===== config.mk =====
export PLATFORM = sky130hd
export DESIGN_NAME = array_linked_list_engine_core
export DESIGN_NICKNAME = d
export VERILOG_FILES = /design/src/alle_pkg.sv /design/src/alle_ctrl.sv /design/src/alle_dp.sv /design/src/array_linked_list_engine_core.sv
export SDC_FILE = /design/constraint.sdc
export NUM_CORES = 2
export LEC_CHECK = 0
export BUFFER_PORTS_ARGS = -buffer_cell sky130_fd_sc_hd__buf_2
export CORE_AREA = 4 4 303 529
export CTS_CLUSTER_SIZE = 30
export DETAILED_ROUTE_END_ITERATION = 12
export DIE_AREA = 0 0 307 533
export PLACE_DENSITY_LB_ADDON = 0.12
export SYNTH_ARGS = -nofsm -noshare
export SYNTH_HDL_FRONTEND = slang
export SYNTH_SLANG_ARGS = --single-unit

===== constraint.sdc =====
create_clock -name clk -period 10.2 [get_ports clk]
set_input_delay 0.51 -clock clk [delete_from_list [all_inputs] [get_ports clk]]
set_output_delay 0.51 -clock clk [all_outputs]
set_load 0.02 [all_outputs]

===== src/alle_pkg.sv =====
`default_nettype none
package alle_pkg;

	localparam int SLOTS      = 64;
	localparam int SLOT_W     = $clog2(SLOTS);
	localparam int VAL_W      = 32;
	localparam int IN_DATA_W  = ((SLOT_W + VAL_W + 7) / 8) * 8;
	localparam int OUT_FLDS_W = 2 + 4 * SLOT_W;
	localparam int OUT_DATA_W = ((OUT_FLDS_W + 7) / 8) * 8;

	typedef enum logic [1:0] {
		ST_OK     = 2'd0,
		ST_EMPTY  = 2'd1,
		ST_FULL   = 2'd2,
		ST_BADPOS = 2'd3
	} st_t;

	typedef enum logic [2:0] {
		STEP_NONE,
		STEP_DEL_RD,
		STEP_INS_W1,
		STEP_INS_W2,
		STEP_DEL_W1,
		STEP_DEL_W2
	} dp_step_t;

	typedef struct packed {
		logic     take;
		dp_step_t step;
		logic     load_out;
	} dp_cmd_t;

	typedef struct packed {
		logic early_err;
		logic in_del;
		logic v_none;
		logic out_free;
	} dp_sts_t;

	// successor link of a slot right after reset: free chain 1..SLOTS-1
	function automatic logic [SLOT_W-1:0] next_init(input logic [SLOT_W-1:0] idx);
		logic [SLOT_W-1:0] res;
		if (idx == '0 || idx == SLOT_W'(SLOTS - 1)) begin
			res = '0;
		end else begin
			res = idx + SLOT_W'(1);
		end
		return res;
	endfunction

endpackage
`default_nettype wire


===== src/alle_ctrl.sv =====
`default_nettype none
module alle_ctrl (
	input  logic             clk,
	input  logic             arst_n,
	input  logic             in_valid,
	output logic             in_ready,
	output alle_pkg::dp_cmd_t cmd,
	input  alle_pkg::dp_sts_t sts
);
	import alle_pkg::*;

	typedef enum logic [2:0] {
		S_IDLE,
		S_DEL_RD,
		S_INS_W1,
		S_INS_W2,
		S_DEL_W1,
		S_DEL_W2,
		S_FIN
	} state_t;

	state_t state_q;

	assign in_ready = (state_q == S_IDLE);

	always_comb begin
		cmd.take     = (state_q == S_IDLE) && in_valid;
		cmd.load_out = (state_q == S_FIN) && sts.out_free;
		unique case (state_q)
			S_DEL_RD: cmd.step = STEP_DEL_RD;
			S_INS_W1: cmd.step = STEP_INS_W1;
			S_INS_W2: cmd.step = STEP_INS_W2;
			S_DEL_W1: cmd.step = STEP_DEL_W1;
			S_DEL_W2: cmd.step = STEP_DEL_W2;
			default:  cmd.step = STEP_NONE;
		endcase
	end

	always_ff @(posedge clk or negedge arst_n) begin
		if (!arst_n) begin
			state_q <= S_IDLE;
		end else begin
			unique case (state_q)
				S_IDLE: begin
					if (in_valid) begin
						if (sts.early_err) state_q <= S_FIN;
						else if (sts.in_del) state_q <= S_DEL_RD;
						else state_q <= S_INS_W1;
					end
				end
				S_DEL_RD: begin
					// anchor is the tail: nothing to remove
					if (sts.v_none) state_q <= S_FIN;
					else state_q <= S_DEL_W1;
				end
				S_INS_W1: state_q <= S_INS_W2;
				S_INS_W2: state_q <= S_FIN;
				S_DEL_W1: state_q <= S_DEL_W2;
				S_DEL_W2: state_q <= S_FIN;
				S_FIN: begin
					if (sts.out_free) state_q <= S_IDLE;
				end
				default: state_q <= S_IDLE;
			endcase
		end
	end

endmodule
`default_nettype wire


===== src/alle_dp.sv =====
`default_nettype none
module alle_dp (
	input  logic                              clk,
	input  logic                              arst_n,
	input  alle_pkg::dp_cmd_t                 cmd,
	output alle_pkg::dp_sts_t                 sts,
	input  logic                              in_del,
	input  logic [alle_pkg::SLOT_W-1:0]       in_a,
	input  logic [alle_pkg::VAL_W-1:0]        in_val,
	input  logic                              out_ready,
	output logic                              out_valid,
	output logic [alle_pkg::OUT_DATA_W-1:0]   out_data
);
	import alle_pkg::*;

	// link and value memories
	logic [SLOT_W-1:0] nmem [SLOTS];
	logic [SLOT_W-1:0] pmem [SLOTS];
	logic [VAL_W-1:0]  vmem [SLOTS];

	logic [SLOTS-1:0]  nvld_q, pvld_q, used_q;
	logic [SLOT_W-1:0] fh_q, first_q, last_q, cnt_q;
	logic              out_valid_q;

	logic [SLOT_W-1:0] a_q, v_q, res_slot_q;
	logic [VAL_W-1:0]  val_q;
	st_t               res_st_q;
	logic [OUT_DATA_W-1:0] out_data_q;

	// registered read ports
	logic [SLOT_W-1:0] rda_mem_q, rda_addr_q, rdb_mem_q, rdb_addr_q, rdp_mem_q;
	logic              rda_vld_q, rdb_vld_q, rdp_vld_q;

	logic [SLOT_W-1:0] nxt_a, nxt_b, prv, v_now, n_ins, n_del, rda_addr;
	logic              anchor_ok, rda_en, rd_v;
	st_t               early;

	logic              nwe, pwe, vwe;
	logic [SLOT_W-1:0] nwaddr, nwdata, pwaddr, pwdata, vwaddr;
	logic [VAL_W-1:0]  vwdata;

	assign nxt_a = rda_vld_q ? rda_mem_q : next_init(rda_addr_q);
	assign nxt_b = rdb_vld_q ? rdb_mem_q : next_init(rdb_addr_q);
	assign prv   = rdp_vld_q ? rdp_mem_q : '0;

	assign v_now = (a_q == '0) ? first_q : nxt_a;
	assign n_ins = (a_q == '0) ? first_q : nxt_a;
	assign n_del = nxt_a;

	assign rd_v     = (cmd.step == STEP_DEL_RD);
	assign rda_en   = cmd.take || rd_v;
	assign rda_addr = cmd.take ? in_a : v_now;

	assign anchor_ok = (in_a == '0) || used_q[in_a];

	always_comb begin
		if (!in_del) begin
			if (!anchor_ok) early = ST_BADPOS;
			else if (fh_q == '0) early = ST_FULL;
			else early = ST_OK;
		end else begin
			if (cnt_q == '0) early = ST_EMPTY;
			else if (!anchor_ok) early = ST_BADPOS;
			else early = ST_OK;
		end
	end

	assign sts.early_err = (early != ST_OK);
	assign sts.in_del    = in_del;
	assign sts.v_none    = (v_now == '0);
	assign sts.out_free  = !out_valid_q || out_ready;

	// write ports
	always_comb begin
		nwe    = 1'b0;
		nwaddr = '0;
		nwdata = '0;
		pwe    = 1'b0;
		pwaddr = '0;
		pwdata = '0;
		vwe    = 1'b0;
		vwaddr = '0;
		vwdata = '0;
		case (cmd.step)
			STEP_INS_W1: begin
				nwe    = 1'b1;
				nwaddr = fh_q;
				nwdata = n_ins;
				pwe    = 1'b1;
				pwaddr = fh_q;
				pwdata = a_q;
				vwe    = 1'b1;
				vwaddr = fh_q;
				vwdata = val_q;
			end
			STEP_INS_W2: begin
				nwe    = (a_q != '0);
				nwaddr = a_q;
				nwdata = fh_q;
				pwe    = (n_ins != '0);
				pwaddr = n_ins;
				pwdata = fh_q;
			end
			STEP_DEL_W1: begin
				// freed slot goes on top of the free stack
				nwe    = 1'b1;
				nwaddr = v_q;
				nwdata = fh_q;
				pwe    = (n_del != '0);
				pwaddr = n_del;
				pwdata = prv;
			end
			STEP_DEL_W2: begin
				nwe    = (prv != '0);
				nwaddr = prv;
				nwdata = n_del;
				pwe    = 1'b1;
				pwaddr = v_q;
				pwdata = '0;
				vwe    = 1'b1;
				vwaddr = v_q;
				vwdata = '0;
			end
			default: begin
				nwe = 1'b0;
			end
		endcase
	end

	always_ff @(posedge clk) begin
		if (nwe) nmem[nwaddr] <= nwdata;
		if (pwe) pmem[pwaddr] <= pwdata;
		if (vwe) vmem[vwaddr] <= vwdata;
		if (rda_en) begin
			rda_mem_q  <= nmem[rda_addr];
			rda_vld_q  <= nvld_q[rda_addr];
			rda_addr_q <= rda_addr;
		end
		if (cmd.take) begin
			rdb_mem_q  <= nmem[fh_q];
			rdb_vld_q  <= nvld_q[fh_q];
			rdb_addr_q <= fh_q;
		end
		if (rd_v) begin
			rdp_mem_q <= pmem[v_now];
			rdp_vld_q <= pvld_q[v_now];
		end
	end

	always_ff @(posedge clk or negedge arst_n) begin
		if (!arst_n) begin
			nvld_q      <= '0;
			pvld_q      <= '0;
			used_q      <= '0;
			fh_q        <= SLOT_W'(1);
			first_q     <= '0;
			last_q      <= '0;
			cnt_q       <= '0;
			out_valid_q <= 1'b0;
		end else begin
			if (nwe) nvld_q[nwaddr] <= 1'b1;
			if (pwe) pvld_q[pwaddr] <= 1'b1;
			if (cmd.step == STEP_INS_W2) begin
				fh_q           <= nxt_b;
				used_q[fh_q]   <= 1'b1;
				cnt_q          <= cnt_q + SLOT_W'(1);
				if (a_q == '0) first_q <= fh_q;
				if (n_ins == '0) last_q <= fh_q;
			end
			if (cmd.step == STEP_DEL_W2) begin
				fh_q         <= v_q;
				used_q[v_q]  <= 1'b0;
				cnt_q        <= cnt_q - SLOT_W'(1);
				if (prv == '0) first_q <= n_del;
				if (n_del == '0) last_q <= prv;
			end
			if (cmd.load_out) out_valid_q <= 1'b1;
			else if (out_ready) out_valid_q <= 1'b0;
		end
	end

	always_ff @(posedge clk) begin
		if (cmd.take) begin
			a_q        <= in_a;
			val_q      <= in_val;
			res_st_q   <= early;
			res_slot_q <= '0;
		end
		if (rd_v) begin
			v_q <= v_now;
			if (v_now == '0) res_st_q <= ST_BADPOS;
		end
		if (cmd.step == STEP_INS_W2) res_slot_q <= fh_q;
		if (cmd.step == STEP_DEL_W2) res_slot_q <= v_q;
		if (cmd.load_out) begin
			out_data_q <= OUT_DATA_W'({cnt_q, last_q, first_q, res_slot_q, res_st_q});
		end
	end

	assign out_valid = out_valid_q;
	assign out_data  = out_data_q;

endmodule
`default_nettype wire


===== src/array_linked_list_engine_core.sv =====
// channel   direction  signals                    contents
// s_axis    in         tvalid tready tdata tuser  tuser: action; tdata: after_slot, value
// m_axis    out        tvalid tready tdata        tdata: status, slot, head, tail, count
//
// one item at a time: an insert steps INS_W1, INS_W2, FIN, a delete DEL_RD, DEL_W1,
// DEL_W2, FIN; an item rejected on entry goes to FIN, a delete with nothing after its
// anchor DEL_RD, FIN; one write port per link memory, up to two writes to each per item
// result sits in an output register; a stalled output only holds the finishing step
// asynchronous reset brings up an empty list with the free stack 1..63, no clearing pass
`default_nettype none
module array_linked_list_engine_core (
	input  logic                              clk,
	input  logic                              arst_n,
	input  logic                              s_axis_tvalid,
	output logic                              s_axis_tready,
	// [5:0] after_slot, [37:6] value, [39:38] zero
	input  logic [alle_pkg::IN_DATA_W-1:0]    s_axis_tdata,
	// [0] action
	input  logic                              s_axis_tuser,
	output logic                              m_axis_tvalid,
	input  logic                              m_axis_tready,
	// [1:0] status, [7:2] slot, [13:8] head_slot, [19:14] tail_slot, [25:20] count,
	// [31:26] zero
	output logic [alle_pkg::OUT_DATA_W-1:0]   m_axis_tdata
);
	import alle_pkg::*;

	dp_cmd_t cmd;
	dp_sts_t sts;

	alle_ctrl u_ctrl (
		.clk      (clk),
		.arst_n   (arst_n),
		.in_valid (s_axis_tvalid),
		.in_ready (s_axis_tready),
		.cmd      (cmd),
		.sts      (sts)
	);

	alle_dp u_dp (
		.clk       (clk),
		.arst_n    (arst_n),
		.cmd       (cmd),
		.sts       (sts),
		.in_del    (s_axis_tuser),
		.in_a      (s_axis_tdata[SLOT_W-1:0]),
		.in_val    (s_axis_tdata[SLOT_W +: VAL_W]),
		.out_ready (m_axis_tready),
		.out_valid (m_axis_tvalid),
		.out_data  (m_axis_tdata)
	);

endmodule
`default_nettype wire


* Yosys cells after proc, flatten, opt, wreduce, memory -nomap -nowiden
Memory sizes are Yosys's and may differ from the RTL's. A register that Yosys moved wholly into a read port is not among the register bits. Index checks and enable logic that the tools add are counted.
Storage, ports and cells: bits of input ports 45, output and inout port bits 34, bits in writable memories 768, memories 2, flip-flop bits (word level) 281, word-level logic and storage cells 158
Memories:
- u_dp.nmem | depth 64, width 6, read ports 2, clocked after Yosys merged registers in 2, wr ports 1, line alle_dp.sv:17 | logic [SLOT_W-1:0] nmem [SLOTS];
- u_dp.pmem | depth 64, width 6, read ports 1, clocked after Yosys merged registers in 1, wr ports 1, line alle_dp.sv:18 | logic [SLOT_W-1:0] pmem [SLOTS];
Cells by class: add/sub/neg operators 4, bitwise operators 5, equal/unequal tests 15, order comparisons 11, reduce and logical (&&, ||, !) cells 35, multiplexer cells 67
Operator list (count):
- $or A64 B64 Y64 | 3
- $mux W6 | 22
- $mux W64 | 2
- $and A64 B64 Y64 | 1
- $not A64 Y64 | 1
- $logic_not A6 Y1 | 9
- $lt A6 B7 Y1 const B | 7
- $pmux W6 S4 | 2
- $pmux W6 S3 | 2
- $bmux W1 S6 | 4
- $demux W1 S6 | 4
- $ge A6 B1 Y1 const B | 4
- $reduce_bool A6 Y1 | 4
- $mux W2 | 10
- $add A6 B1 Y6 const B | 3
- $pmux W3 S6 | 1
- $eq A3 B3 Y1 const B | 5
- $pmux W3 S5 | 1
- $mux W1 | 14
- $eq A3 B2 Y1 const B | 4
- $eq A6 B6 Y1 const B | 2
- $mux W3 | 3
- $reduce_or A2 Y1 | 4
- $eq A3 B1 Y1 const B | 2
- 11 further kinds | 23

* Logic depth before layout (Yosys ltp)
depth after elaboration 11, gate-level depth with buffers 16, gate-level depth less buffers 12

* Modules after synthesis
Synthesis repeated with hierarchy kept, for this count alone.
Unflattened totals: cell total of the unflattened synthesis 3392, area total of the unflattened synthesis 46477.1 µm²
By module, submodules not included:
- alle_dp | cells an instance 3369, sequential area each 30820.8 µm², instances 1, area an instance 46269.4 µm²
- alle_ctrl | cells an instance 23, sequential area each 75.1 µm², instances 1, area an instance 207.7 µm²

* Least setup slack after synthesis
No wires, ideal clock.
path type reg2reg, start point register u_ctrl.state_q[0], end point memory u_dp.nmem[0][1] (netlist name), data pin, path slack 4.668 ns, arrival time 4.830 ns, period minus slack after synthesis 5.532 ns, setup time 0.702 ns, cell stages (with the launch flop) 9, path through dfrtp_1 > clkbuf_1 > clkbuf_1 > clkbuf_1 > clkbuf_1 > clkbuf_1 > clkbuf_1 > a21oi_1 > o21ai_0
On the way: longest elaborated chain between the ends 5
RTL lines:
- start: declaration | line alle_ctrl.sv:22 | state_t state_q;
- start signal: assignment | line alle_ctrl.sv:41 | state_q <= S_IDLE;
- start signal: assignment | line alle_ctrl.sv:46 | if (sts.early_err) state_q <= S_FIN;
- start signal: assignment | line alle_ctrl.sv:47 | else if (sts.in_del) state_q <= S_DEL_RD;
- $eq A3 B3 Y1, or another cell as far along | line alle_ctrl.sv:29 | unique case (state_q)
- $pmux W3 S5 (*) | line alle_ctrl.sv:29
- $eq A3 B3 Y1 or $eq A3 B2 Y1 (tied branches) | line alle_dp.sv:84 | case (cmd.step)
- $reduce_or A2 Y1 (no line)
- $pmux W6 S3 (*) | line alle_dp.sv:84
- via u_dp.nwdata[1] | line alle_dp.sv:39 | logic [SLOT_W-1:0] nwaddr, nwdata, pwaddr, pwdata, vwaddr;
- end: declaration | line alle_dp.sv:17
Mark *: on every way through the listed nets, which the timed path passes. The rest lies on a longest branch.

* Final worst setup path
start point register u_dp.rda_addr_q[0], end point register u_dp.rdp_mem_q[2] (read register of u_dp.pmem), data pin
On the way: longest elaborated chain between the ends 5
RTL lines:
- start: declaration | line alle_dp.sv:31 | logic [SLOT_W-1:0] rda_mem_q, rda_addr_q, rdb_mem_q, rdb_addr_q, rdp_mem_q;
- start signal: assignment | line alle_dp.sv:137 | rda_addr_q <= rda_addr;
- parallel branches: the longest is 2 deep, another holds $add A6 B1 Y6
- $mux W6 (*) | line alle_pkg.sv:43 | if (idx == '0 || idx == SLOT_W'(SLOTS - 1)) begin
- $mux W6 (*) | line alle_dp.sv:42 | assign nxt_a = rda_vld_q ? rda_mem_q : next_init(rda_addr_q);
- $mux W6 (*) | line alle_dp.sv:46 | assign v_now = (a_q == '0) ? first_q : nxt_a;
- end: declaration | line alle_dp.sv:31
Every way passes the cells marked *. A chain may end at the register's enable or synchronous reset.

==> results.yml <==
drt:
  drtPass1Iterations: 5
  drt.antenna.violating_nets: 0
  drt-initial-drc-count: 2758
  vias_per_cell: 5.461
  drc: 0
  via_count: 31060
  routed_wl_um: 174000
  wire_per_inst_um: 30.59
power:
  vdd_drop_max_mv: 0.1629
  cell_internal_pwr_mw: 10.16
  switching_share: 0.4196
  p_leak_nw: 18.36
  clock_power_share: 0.233
  seq_power_share: 0.362
  switchingPower_mw: 7.347
  p_per_area_nw_per_um2: 331.8
  p_comb_frac: 0.406
worst_setup_path:
  critPathArrivalTime_ns: 5.96
  rrSetupSlack_ns: 4.72
  reg2regPathDepth: 14
  worstPathRequired_ns: 10.68
  start_kind: "flop"
  r2r_end: "u_dp.rdp_mem_q[2]"
  r2r_start: "u_dp.rda_addr_q[0]"
  path_class: "reg -> reg"
  crit_path_end_kind: "flop"
  critPathMaxFanout: 38
logic_synthesis:
  ys_seq_elements: 1066
  synthFlopType: "edfxtp_1"
  synth.largest_area_cell: "edfxtp_1"
  yosysWarnings: 0
  syn-instance-count: 3558
  async_flop_share: 0.2054
  netlist_area_um2: 46540
  netlist.area_leader.share: 0.5452
  synth_edf_count: 845
  yosys-top-cells-area: "edfxtp_1 55%, dfrtp_1 12%, mux4_2 5.4%"
  synth.distinct_cells: 83
  synth-seq-area-share: 0.6639
  avgSynthCellArea_um2: 13.08
timing:
  min_period_over_period: 0.5372
  fin_skew_ns: 0.07833
  maxSlewHeadroom: 0.2000
  finalSetupTns_ns: 0
  worst_pin_slew_ns: 1.192
  fmax_ghz: 0.1825
  hold_violations: 0
  fin_crit_ns: 5.480
  rsz0062_at_grt: "false"
  drv_slew: 0
  setup-violations-final: 0
grt:
  busiest_layer: "met2"
  grt_first_pass_wirelength_um: 244500
  met1_usage: 0.2284
  overflow: 0
  grt_pass1_vias: 31560
  grtUsageMet2: 0.3902
  grt_use_total: 0.2083
  antenna_found_initial: 11
  met3_usage: 0.02873
  grt_max_degree: 116
clock_network:
  htreeDepth: 3
  cts_tree: "built"
  cts_root_buf: "clkbuf_16"
  cts_resized: 0
  numCtsBuffers: 104
  cts.path.max_buffers: 3
  postCtsSetupRepairBufs: 0
  cts.sinks: 1066
  clock_latency_ns: 0.76
  clkTransAtPathRegs_ns: 0.07
final_layout:
  final_cell_mix: "845 x edfxtp_1, 534 x nand2_1, 260 x a22oi_1, 242 x nand3_1, 223 x a21oi_1"
  area_growth_pct: 13.37
  final_common_cell: "edfxtp_1"
  final_cells: 5688
  fillers: 15330
  num-nets-final: 3608
  drive_gt1_frac: 0.1568
placement:
  port_buffers: 38
  dp_hpwl_um: 115700
  dp_cells: 5486
  routabilityCongestion: 0.8643
floorplan:
  die_h_um: 533
  io_pins: 79
  rows: 192
  core_region_area_um2: 155900
  die_x_um: 307
  start_util: 0.2985
  die_area_um2: 163600
worst_hold_path:
  worstHoldEndpoint: "u_dp.a_q[5]"
  holdCritPathClass: "in -> reg"
  holdPathStages: 1
  hp-start: "s_axis_tdata[5]"
run_status:
  status: "complete, no violations"
job:
  drv_cap: 0
cell families after synthesis:
| logic type | count (synthesis) | share of synthesized area |
|---|---|---|
| xor gates and xnor gates | 12 | 0.002258 |
| DFF | 1066 | 0.6639 |
| AOI/OAI and AO/OA | 729 | 0.1053 |
| buffers and inverters | 264 | 0.02495 |
| other | 1 | 0.00008058 |
| adders and majority gates | 8 | 0.002097 |
| muxes | 192 | 0.07154 |
| and+or+nand+nor | 1286 | 0.1298 |
how the worst max path moves through the flow:
stage / slack [ns] / end / from
final: 4.72 / u_dp.rdp_mem_q[2] / u_dp.rda_addr_q[0]
after global placement: 4.64 / u_dp.rda_mem_q[2] / u_ctrl.state_q[0]
after CTS: 4.66 / u_dp.rda_mem_q[2] / u_ctrl.state_q[0]
after global routing: 4.48 / u_dp.rdp_mem_q[2] / u_dp.rda_addr_q[0]
after floorplan: 4.67 / u_dp.nmem[0][1] / u_ctrl.state_q[0]
after detailed placement: 4.63 / u_dp.rda_mem_q[2] / u_ctrl.state_q[0]
registers in the layout, indices dropped and copies added (netlist names), 26 cells and up:
| register | flops |
|---|---|
| u_dp.nmem | 384 |
| u_dp.nvld_q | 64 |
| u_dp.out_data | 26 |
| u_dp.pmem | 384 |
| u_dp.pvld_q | 64 |
| u_dp.used_q | 63 |
stage by stage:
step,instance area [µm²],setup WS [ns],hold slack (ns),utilization,power (mW)
floorplan,46560,4.668,0.2144,-,10.33
global placement,49190,4.640,0.4040,0.3155,13.57
detailed placement,49190,4.635,0.4080,0.3155,13.60
CTS,52750,4.657,0.01262,0.3383,17.69
global route,52750,4.480,0.04731,0.3384,18.22
finish,52760,4.720,0.04912,0.3384,17.51
layout make-up:
| type | instances | area, µm² | area share |
|---|---|---|---|
| multi-input cells | 2233 | 14780 | 0.2802 |
| clock buffers | 144 | 2883 | 0.05464 |
| well taps | 2037 | 2549 | 0.04831 |
| inverters | 24 | 103.9 | 0.001968 |
| flip-flops and latches | 1066 | 30900 | 0.5857 |
| repair buffers | 127 | 870.8 | 0.01651 |
| diodes | 4 | 10.01 | 0.0001897 |
| clock inverters | 53 | 663.1 | 0.01257 |
layer usage:
| layer | up-vias | routed length [µm] | part of all wire |
|---|---|---|---|
| li1 | 13600 | - | - |
| met2 | 1061 | 92860 | 0.53 |
| met3 | 328 | 8435 | 0.048 |
| met4 | 6 | 10100 | 0.058 |
| met5 | - | 49 | 0.00028 |
| met1 | 16060 | 62530 | 0.36 |
critical path: stages (launching register included):
cell	delay [ns]
edfxtp_1	0.54
inv_1	0.11
ha_1	0.14
or4b_4	0.46
o22ai_4	0.35
o211ai_1	0.26
nand2_2	0.54
buf_4	0.57
inv_2	0.12
nor2_1	0.49
buf_4	0.37
nand3_1	0.11
nand4_1	0.21
o21ai_0	0.31
or4_1	0.56
cells in the mapped netlist, types with 23 or more instances:
cell / count
a31oi_1: 34
mux2i_1: 75
o22ai_1: 38
nor2b_1: 23
mux4_2: 112
a21oi_1: 225
or2_2: 114
clkbuf_1: 153
nand4_1: 76
nor2_1: 179
a22oi_1: 260
edfxtp_1: 845
nand2_1: 535
nand3_1: 242
buf_2: 41
dfrtp_1: 218
o21ai_0: 35
power groups by stage:
stage          combinational (mW)  clock (mW)  sequential, mW
2_1_floorplan                4.03           0            6.30
4_1_cts                      7.20        4.16            6.33
5_1_grt                      7.50        4.33            6.39
6_report                     7.10        4.07            6.33
3_3_place_gp                 7.16           0            6.41
3_5_place_dp                 7.19           0            6.41
timing repair:
item	4_1_cts	5_1_grt
endpoints found under the hold margin	42	0
hold buffers	1	0
endpoints found under the setup margin	0	0
(Power assumes the default switching activity.)
